**src/sv/ipru_pkg.sv**
```systemverilog
// Shared types and constants for the pixel replication upscaler.
`timescale 1ns / 1ps
package ipru_pkg;

	localparam int PIX_W  = 24;
	localparam int PAD_W  = 2;
	// copy count field, wide enough for the largest scale the 5-bit scale field can set (31)
	localparam int CNT_W  = 7;
	localparam int QDEPTH = 4;
	localparam int QPTR_W = $clog2(QDEPTH);
	localparam int QCNT_W = $clog2(QDEPTH + 1);

	// configuration register indexes
	localparam logic REG_SCALE     = 1'b0;
	localparam logic REG_ROW_WIDTH = 1'b1;

	// one classified item waiting for the emitter
	typedef struct packed {
		logic [PIX_W-1:0] pixel;
		logic [CNT_W-1:0] copies;
		logic             row_end;
		logic [PAD_W-1:0] pad;
		logic             replay;
		logic             err;
	} job_t;

endpackage

```
**src/sv/ipru_queue.sv**
```systemverilog
// Short job queue between the front end and the emitter.
`timescale 1ns / 1ps
module ipru_queue (
	input  logic                        clk,
	input  logic                        arst_n,
	input  logic                        push,
	input  ipru_pkg::job_t              push_job,
	input  logic                        pop,
	output logic                        q_valid,
	output ipru_pkg::job_t              q_job,
	output logic [ipru_pkg::QCNT_W-1:0] q_count
);
	import ipru_pkg::*;

	job_t              entry_q [QDEPTH];
	logic [QPTR_W-1:0] wr_ptr_q;
	logic [QPTR_W-1:0] rd_ptr_q;
	logic [QCNT_W-1:0] count_q;
	logic              do_pop;

	assign do_pop  = pop && (count_q != '0);
	assign q_valid = count_q != '0;
	assign q_job   = entry_q[rd_ptr_q];
	assign q_count = count_q;

	always_ff @(posedge clk or negedge arst_n) begin
		if (!arst_n) begin
			wr_ptr_q <= '0;
			rd_ptr_q <= '0;
			count_q  <= '0;
		end else begin
			if (push) wr_ptr_q <= QPTR_W'(wr_ptr_q + QPTR_W'(1));
			if (do_pop) rd_ptr_q <= QPTR_W'(rd_ptr_q + QPTR_W'(1));
			count_q <= QCNT_W'(count_q + QCNT_W'(push) - QCNT_W'(do_pop));
		end
	end

	always_ff @(posedge clk) begin
		if (push) entry_q[wr_ptr_q] <= push_job;
	end

	a_no_overflow: assert property (@(posedge clk) disable iff (!arst_n)
		push |-> (count_q < QCNT_W'(QDEPTH)) || do_pop)
		else $error("job queue overflow");

endmodule

```
**config.mk**
```make
export PLATFORM = sky130hd
export DESIGN_NAME = ipru_queue
export DESIGN_NICKNAME = d
export VERILOG_FILES = /design/src/sv/ipru_pkg.sv /design/src/sv/ipru_queue.sv
export SDC_FILE = /design/constraint.sdc
export NUM_CORES = 1
export LEC_CHECK = 0
export ABC_AREA = 1
export CORE_MARGIN = 8
export CORE_UTILIZATION = 57
export CTS_CLUSTER_SIZE = 40
export DETAILED_ROUTE_END_ITERATION = 12
export DONT_BUFFER_PORTS = 1
export PLACE_DENSITY = 0.73
export SLEW_MARGIN = 20
export SYNTH_ARGS = -nofsm -noshare
export SYNTH_HDL_FRONTEND = slang
export SYNTH_SLANG_ARGS = --single-unit
```
**constraint.sdc**
```tcl
create_clock -name clk -period 2.17 [get_ports clk]
set_clock_uncertainty 0.2 [all_clocks]
set_input_delay 0.3255 -clock clk [delete_from_list [all_inputs] [get_ports clk]]
set_output_delay 0.3255 -clock clk [all_outputs]
set_load 0.05 [all_outputs]
```
==> impl_metrics.env <==
export IMPL_switching_share_pct=40.7
export IMPL_core_area_mm2=0.0103
export IMPL_rsz0062_at_grt="yes"
export IMPL_first_pass_iters=5
export IMPL_power_share_sequential_pct=27.3
export IMPL_drc=0
export IMPL_clkPwrFrac_pct=17.8
export IMPL_internal_power_w=0.00879
export IMPL_cp_cell_sequence="buf_12 -> nor2_2 -> nor2_1 -> o21ai_1 -> nand2_2 -> buf_12"
export IMPL_finalHoldViolCount=0
export IMPL_initial_core_util_pct=58.6
export IMPL_vias=4034
export IMPL_io_buffers=0
export IMPL_antenna_left=0
export IMPL_slew_headroom_pct=74.4
export IMPL_grt_pass1_vias=4169
export IMPL_area_growth_pct=39.5
export IMPL_end_kind="primary output"
export IMPL_cts_buffers=17
export IMPL_period_share_pct=111
export IMPL_critPathArrivalTime_ns=1.87
export IMPL_synth_cells=507
export IMPL_die_area_mm2=0.0142
export IMPL_track_usage_pct=18.9
export IMPL_grt_overflow=0
export IMPL_die_h_um=119
export IMPL_drive_above_1_share_pct=25.4
export IMPL_yosys_register_bits=151
export IMPL_fmax_mhz=417
export IMPL_cpPeakStageDelay_ns=0.56
export IMPL_yosysWarnings=0
export IMPL_pwr_share_comb_pct=54.8
export IMPL_holdWs_ns=0.0854
export IMPL_p_per_area_mw_per_mm2=1760
export IMPL_cts_buffer_depth=2
export IMPL_nNetsFinal=659
export IMPL_dp_hpwl_mm=7.08
export IMPL_final_util_pct=81.7
export IMPL_grt_first_pass_wirelength_mm=20.9
export IMPL_die_w_um=119
export IMPL_antenna_found_initial=0
export IMPL_worst_setup_path_start_kind="register"
export IMPL_layout_commonest_cell="edfxtp_1"
export IMPL_avgSynthCellArea_um2=11.9
export IMPL_totalWireLength_mm=13.6
export IMPL_p_leak_nw=3.34
export IMPL_layout_common_cells="144 x edfxtp_1, 103 x nand2_1, 65 x o21ai_1, 54 x nor2_1, 42 x inv_1"
export IMPL_vdd_ir_drop_max_v=0.00122
export IMPL_outcome="finished, violations left"
export IMPL_routabilityCongestion=0.746
export IMPL_setup_violations=36
export IMPL_synth_net_count=554
export IMPL_critPathMostFrequentCell="buf_12"
export IMPL_ys_types=18
export IMPL_cts_clk_slew_worst_paths_ns=0.06
export IMPL_min_path_type="in2reg"
export IMPL_path_max_fanout=36
export IMPL_io_pins=80
export IMPL_clock_sinks=151
export IMPL_detail_route_wl_per_cell_um=17.8
export IMPL_crit_slowest_cell="dfrtp_4"
export IMPL_cp_buffers_inverters=2
export IMPL_first_iter_violations=336
export IMPL_switching_power_w=0.00602
export IMPL_maxCapViolCount=0
export IMPL_crit_required_ns=1.64
export IMPL_tightestPinTransition_ns=0.383
export IMPL_vias_per_cell=5.30
export IMPL_maxSlewViolCount=0
export IMPL_dp_slack_ns=0.0861
export IMPL_htree_levels=4
export IMPL_syn_cell_area_mm2=0.00605
export IMPL_final_setup_worst_slack_ns=-0.228
export IMPL_violations="setup timing"
export IMPL_critical_path_top_delay_family="flip-flops"
export IMPL_rows=37
export IMPL_clock_latency_ns=0.50
export IMPL_fin_crit_ns=2.40
export IMPL_insertedDiodeCount=0
export IMPL_root_buffer="clkbuf_8"
export IMPL_ys_seq_area_share_pct=74.4
export IMPL_path_class="reg2out"
export IMPL_cts_tree="built"
export IMPL_grt_max_degree=40
-- cell type report --
type	count	area [µm²]
clock buffers	17	414
clock inverters	15	125
fillers	496	1890
inverters	51	208
multi-input cells	282	1410
flip-flops and latches	151	4510
well taps	136	170
repair buffers	109	1600
-- worst reg2reg max path, delay by kind of cell (launching register included) --
family / cells / cell delay, ns
adder cells (fa/ha/maj): 3 / 0.79
flip-flops: 1 / 0.43
XOR/XNOR: 1 / 0.17
buffers and inverters: 2 / 0.09
AND/OR/NAND/NOR: 5 / 0.37
-- through the flow --
stage / cells / instance area (µm²) / total power, W / TNS (ns)
2_1_floorplan: 507 / 6080 / 0.00794 / -0.128
3_3_place_gp: 674 / 7050 / 0.0109 / 0
3_5_place_dp: 674 / 7050 / 0.0111 / 0
4_1_cts: 757 / 8230 / 0.0144 / -6.51
5_1_grt: 761 / 8440 / 0.0154 / -9.35
6_report: 761 / 8440 / 0.0148 / -6.55
-- power groups by stage --
stage	sequential (W)	clock (W)	combinational [W]
2_1_floorplan	0.00414	0	0.00379
3_3_place_gp	0.00409	0	0.00683
4_1_cts	0.00403	0.00267	0.00772
6_report	0.00405	0.00264	0.00812
5_1_grt	0.00409	0.00278	0.00856
3_5_place_dp	0.00412	0	0.00696
-- registers in the layout, summed over array words and instances, names as in the netlist --
register,flops
wr_ptr_q,2
entry_q,144
rd_ptr_q,2
q_count,3
-- cells by family after synthesis --
kind of cell	count (synthesis)	share of synthesized area, %
AO/OA/AOI/OAI	73	6.04
XOR/XNOR	3	0.434
adder cells (fa/ha/maj)	7	1.57
buffers and inverters	74	5.19
flip-flops	151	74.4
AND/OR/NAND/NOR	199	12.4
-- what timing repair did --
item / 4_1_cts / 5_1_grt
buffers inserted: 7 / 2
setup endpoints to repair: 36 / 37
hold endpoints to repair: 157 / 0
hold buffers: 40 / 0
gates resized for setup: 27 / 42
gates cloned: 4 / 2
pin swaps: 6 / 18
-- synthesized netlist by cell type (all sizes together) --
| master | instances | area [µm²] |
|---|---|---|
| edfxtp | 144 | 4320 |
| clkinv | 1 | 3.75 |
| nand2 | 124 | 465 |
| o21ai | 73 | 365 |
| nor2 | 73 | 274 |
| dfrtp | 7 | 175 |
| buf | 13 | 85.1 |
| xor2 | 2 | 17.5 |
| inv | 50 | 188 |
| fa | 1 | 20.0 |
| clkbuf | 10 | 37.5 |
| nand3 | 2 | 10.0 |
| ha | 6 | 75.1 |
| xnor2 | 1 | 8.76 |
-- routing by layer --
layer	part of all wire [%]	routed length, µm	GRT usage [%]
met5	0	0	0
met2	54	7280	34.3
met1	38	5150	20.6
met3	6.6	894	5.34
met4	1.7	231	6.96
-- worst paths after layout --
path	startpoint	depth (start not counted)	slack [ns]	to
max reg2reg	q_count[1]$_DFF_PN0_	11	0.02	q_count[2]$_DFF_PN0_
min	push	3	0.09	entry_q[2][18]$_DFFE_PP_
max	rd_ptr_q[0]$_DFFE_PN0P_	6	-0.23	q_job[25]
max in group asynchronous	arst_n	2	1.01	rd_ptr_q[0]$_DFFE_PN0P_
min in group asynchronous	arst_n	2	0.48	rd_ptr_q[0]$_DFFE_PN0P_
min reg2reg	rd_ptr_q[1]$_DFFE_PN0P_	2	0.32	rd_ptr_q[1]$_DFFE_PN0P_
No activity file was read; power rests on OpenSTA's default activity.
