### src/sv/ipru_pkg.sv
// Shared types and constants for the pixel replication upscaler.
`timescale 1ns / 1ps
package ipru_pkg;

	localparam int PIX_W  = 24;
	localparam int PAD_W  = 2;
	// copy count field, wide enough for the largest scale the 5-bit scale field can set (31)
	localparam int CNT_W  = 7;
	localparam int QDEPTH = 4;
	localparam int QPTR_W = $clog2(QDEPTH);
	localparam int QCNT_W = $clog2(QDEPTH + 1);

	// configuration register indexes
	localparam logic REG_SCALE     = 1'b0;
	localparam logic REG_ROW_WIDTH = 1'b1;

	// one classified item waiting for the emitter
	typedef struct packed {
		logic [PIX_W-1:0] pixel;
		logic [CNT_W-1:0] copies;
		logic             row_end;
		logic [PAD_W-1:0] pad;
		logic             replay;
		logic             err;
	} job_t;

endpackage

### src/sv/ipru_back.sv
// Emitter: expands each job into its copies through an output register.
`timescale 1ns / 1ps
module ipru_back (
	input  logic           clk,
	input  logic           arst_n,
	input  logic           q_valid,
	input  ipru_pkg::job_t q_job,
	output logic           pop,
	output logic           m_axis_tvalid,
	input  logic           m_axis_tready,
	output logic [31:0]    m_axis_tdata,  // pixel_out[23:0], row_end, pad_bytes[1:0], replay_active
	output logic           m_axis_tlast,
	output logic           m_axis_tuser   // error
);
	import ipru_pkg::*;

	job_t             cur_q;
	logic             cur_valid_q;
	logic [CNT_W-1:0] copy_q;
	logic             advance;
	logic             cur_last;

	logic             out_valid_q;
	logic [PIX_W-1:0] out_pixel_q;
	logic             out_last_q;
	logic             out_rend_q;
	logic [PAD_W-1:0] out_pad_q;
	logic             out_rep_q;
	logic             out_err_q;

	assign advance  = !out_valid_q || m_axis_tready;
	assign cur_last = CNT_W'(copy_q + CNT_W'(1)) == cur_q.copies;
	assign pop      = q_valid && (!cur_valid_q || (advance && cur_last));

	always_ff @(posedge clk or negedge arst_n) begin
		if (!arst_n) begin
			cur_valid_q <= 1'b0;
			out_valid_q <= 1'b0;
		end else begin
			if (pop)
				cur_valid_q <= 1'b1;
			else if (advance && cur_valid_q && cur_last)
				cur_valid_q <= 1'b0;
			if (advance) out_valid_q <= cur_valid_q;
		end
	end

	always_ff @(posedge clk) begin
		if (pop) begin
			cur_q  <= q_job;
			copy_q <= '0;
		end else if (advance && cur_valid_q) begin
			copy_q <= CNT_W'(copy_q + CNT_W'(1));
		end
		if (advance && cur_valid_q) begin
			out_pixel_q <= cur_q.pixel;
			out_last_q  <= cur_last;
			out_rend_q  <= cur_last && cur_q.row_end;
			out_pad_q   <= (cur_last && cur_q.row_end) ? cur_q.pad : '0;
			out_rep_q   <= cur_q.replay;
			out_err_q   <= cur_q.err;
		end
	end

	assign m_axis_tvalid = out_valid_q;
	assign m_axis_tdata  = {4'd0, out_rep_q, out_pad_q, out_rend_q, out_pixel_q};
	assign m_axis_tlast  = out_last_q;
	assign m_axis_tuser  = out_err_q;

	a_error_single: assert property (@(posedge clk) disable iff (!arst_n)
		(out_valid_q && out_err_q) |-> (out_last_q && !out_rend_q))
		else $error("error result not a single last copy");

	a_copy_bound: assert property (@(posedge clk) disable iff (!arst_n)
		cur_valid_q |-> (copy_q < cur_q.copies))
		else $error("copy counter ran past job");

endmodule
### config.mk
export PLATFORM = sky130hd
export DESIGN_NAME = ipru_back
export DESIGN_NICKNAME = d
export VERILOG_FILES = /design/src/sv/ipru_pkg.sv /design/src/sv/ipru_back.sv
export SDC_FILE = /design/constraint.sdc
export NUM_CORES = 1
export LEC_CHECK = 0
export BUFFER_PORTS_ARGS = -buffer_cell sky130_fd_sc_hd__buf_2
export CORE_ASPECT_RATIO = 1.25
export CORE_MARGIN = 4
export CORE_UTILIZATION = 25
export CTS_BUF_LIST = sky130_fd_sc_hd__clkbuf_4
export DETAILED_ROUTE_END_ITERATION = 8
export GPL_TIMING_DRIVEN = 0
export PLACE_DENSITY = 0.43
export SYNTH_ARGS = -nofsm -noshare
export SYNTH_HDL_FRONTEND = slang
export SYNTH_SLANG_ARGS = --single-unit
### constraint.sdc
create_clock -name clk -period 4.8 [get_ports clk]
set_clock_uncertainty 0.2 [all_clocks]
set_input_delay 0.48 -clock clk [delete_from_list [all_inputs] [get_ports clk]]
set_output_delay 0.48 -clock clk [all_outputs]
set_load 0.01 [all_outputs]
==> reports/metrics.cfg <==
[route]
via_per_inst = 3.896
wl_um = 4915
ant_nets = 0
drc = 0
drt-initial-drc-count = 83
vias = 1492
firstDrtPassIters = 4
wire_per_inst_um = 12.83

[logic_synthesis]
netlist_instances = 141
async_flop_share_pct = 2.667
synth_edf_count = 66
ys_seq_area_share_pct = 82.75
synth_seq_cells = 75
synth_area_mm2 = 0.002625
synth.avg_cell_area_um2 = 18.62
yosysWarnings = 0
yosys_most_used_dff = edfxtp_1
netlist-cell-type-count = 34

[floorplan]
die_h_um = 122.6
fp.coreArea_mm2 = 0.01016
start_util_pct = 25.84
fp.dieW_um = 99.65
pin_count = 76
die_area_mm2 = 0.01221
placementRows = 41

[power_and_ir_drop]
p_clk_share_pct = 25.9
power.density_mw_per_mm2 = 384.9
power.internal_w = 0.0009785
switching_power_w = 0.0003786
ir_drop_v = 0.0001937
p_leak_nw = 1.347
combinationalPowerShare_pct = 14.9
seq_power_share_pct = 59.2
swShare_pct = 27.90

[sta]
post-route-period-util_pct = 86.30
fmax_mhz = 241.4
worstMarginPinSlew_ns = 0.8881
hold_ws_ns = 0.03546
finalMaxSlewViolations = 0
hold_viol = 0
fin_crit_ns = 4.142
setup_viol = 0
relSlewSlack_pct = 40.79
setup_tns_ns = 0
rsz0062_at_grt = false

[status]
status = completed

[clock_network]
clock_latency_ns = 0.42
cts_tree = done
clkTransAtPathRegs_ns = 0.12
ctsHtreeMaxLevel = 3
cts_buffers = 9
cts_root_buf = clkbuf_4
cts_buffer_depth = 2
postCtsSetupBuffers = 0
cts_sinks = 75

[cells_and_area]
area_delta_synth_final_pct = 34.32
antenna-diode-count = 0
drive_gt1_share_pct = 38.58
final_nets = 290

[run]
drv_cap = 0

[global_route]
grt_pass1_vias = 1547
grt_pass1_wl_um = 7652
grt_remaining_overflow = 0
track_usage_pct = 8.537
antenna_found_initial = 0
grt_max_degree = 38

[setup_path]
crit_type = reg -> out
required_ns = 4.12
start_kind = flop
critPathMaxFanout = 37
cp_data_arrival_time_ns = 3.46
end_kind = output pin

[placement]
dpl.hpwl_um = 3362
gp_congestion = 0.6752
portBuffers = 71

[worst_hold_path]
hold_class = in -> reg

-- what timing repair did --
item	4_1_cts	5_1_grt
endpoints found under the hold margin	16	7
hold buffers	15	7
gates resized for setup	0	0
-- flip-flops by register name (all words and copies together) (netlist names) --
register / cells
m_axis_tlast: 1
out_pixel_q: 24
out_pad_q: 2
m_axis_tvalid: 1
cur_valid_q: 1
cur_q: 36
m_axis_tuser: 1
out_rep_q: 1
out_rend_q: 1
copy_q: 7
-- worst max-delay path, stage by stage, from the launching register on --
cell     delay (ns)
dfxtp_1        0.48
ha_1           0.29
and3_1         0.24
nand3_1        0.12
xnor2_1        0.19
nor4_2         0.64
or2_2          0.81
buf_2          0.27
-- power by group through the flow --
stage               Clock, W  Sequential [W]  Combinational [W]
finish              0.000352        0.000803           0.000202
global route        0.000396        0.000812           0.000228
CTS                 0.000366        0.000804           0.000203
detailed placement         0        0.000819           0.000192
global placement           0        0.000820           0.000186
floorplan                  0        0.000815           0.000129
-- routing by layer --
metal / global-route usage, % / share of wire (%) / up-vias
met1: 9.349 / 40 / 690
met4: 4.355 / 1.5 / 0
met2: 13.49 / 49 / 55
met5: 0 / 0 / -
li1: - / - / 741
met3: 4.491 / 8.9 / 6
-- area by class of cell --
| cell class | count | area (um2) |
|---|---|---|
| Tap cell | 129 | 161.4 |
| Timing Repair Buffer | 94 | 603.1 |
| Buffer | 7 | 48.80 |
| Multi-Input combinational cell | 60 | 407.9 |
| Sequential cell | 75 | 2172 |
| Clock inverter | 7 | 57.56 |
| Fill cell | 1006 | 6631 |
| Clock buffer | 9 | 67.56 |
| Inverter | 2 | 7.507 |
-- final timing paths --
| path | start | end | slack [ns] | cells past startpoint |
|---|---|---|---|---|
| worst max register to register | copy_q[0] | cur_q[9] | 1.43 | 6 |
| min in group asynchronous | arst_n | m_axis_tvalid | 0.16 | 2 |
| worst min-delay path | q_job[27] | cur_q[27] | 0.04 | 1 |
| worst max-delay path | copy_q[0] | pop | 0.66 | 7 |
| worst min register to register | cur_q[34] | out_pixel_q[22] | 0.21 | 0 |
| max in group asynchronous | arst_n | cur_valid_q | 4.14 | 2 |
-- cell usage after synthesis (all sizes together) (2+ instances only) --
| master | number | share of area [%] |
|---|---|---|
| o21ai | 3 | 0.57 |
| and3 | 3 | 0.72 |
| buf | 6 | 1.7 |
| nor3 | 8 | 1.7 |
| xnor2 | 7 | 2.3 |
| o2111ai | 2 | 0.67 |
| nand3 | 3 | 0.57 |
| dfrtp | 2 | 1.9 |
| inv | 2 | 0.29 |
| nand2b | 2 | 0.48 |
| edfxtp | 66 | 76 |
| or2 | 2 | 0.48 |
| nand2 | 5 | 0.72 |
| dfxtp | 7 | 5.3 |
| xor2 | 7 | 2.3 |
-- per-stage QoR --
stage	cells	util [%]	instance area (um2)	total power, W	setup slack (ns)
after floorplan	144	-	2636	0.0009436	1.580
after global placement	344	31.04	3153	0.001006	0.4668
after detailed placement	345	31.31	3181	0.001010	0.9634
after CTS	376	34.02	3456	0.001373	0.4858
after global routing	383	34.71	3526	0.001436	0.2826
final	383	34.71	3526	0.001357	0.6575
-- placed cells by master (no fill, tap or decap), drive strengths merged, types with 2 or more instances in the layout --
cell	n
inv	6
buf	78
nand2b	2
conb	4
dfrtp	2
o21ai	3
clkbuf	10
edfxtp	66
o2111ai	2
dlygate4sd3	22
and3	3
xor2	7
dfxtp	7
nand3	3
xnor2	7
nor3	8
or2	2
nand2	5
clkinvlp	2
-- logic make-up after synthesis --
kind of cell | count (synthesis) | synth area share (%)
adders and majority gates | 1 | 0.4766
and+or+nand+nor | 32 | 7.389
AOI/OAI and AO/OA | 8 | 2.050
other | 1 | 0.1429
DFF | 75 | 82.75
xor gates and xnor gates | 14 | 4.671
muxes | 1 | 0.3813
buffers and inverters | 9 | 2.145
No activity file was read; power rests on OpenSTA's default activity.
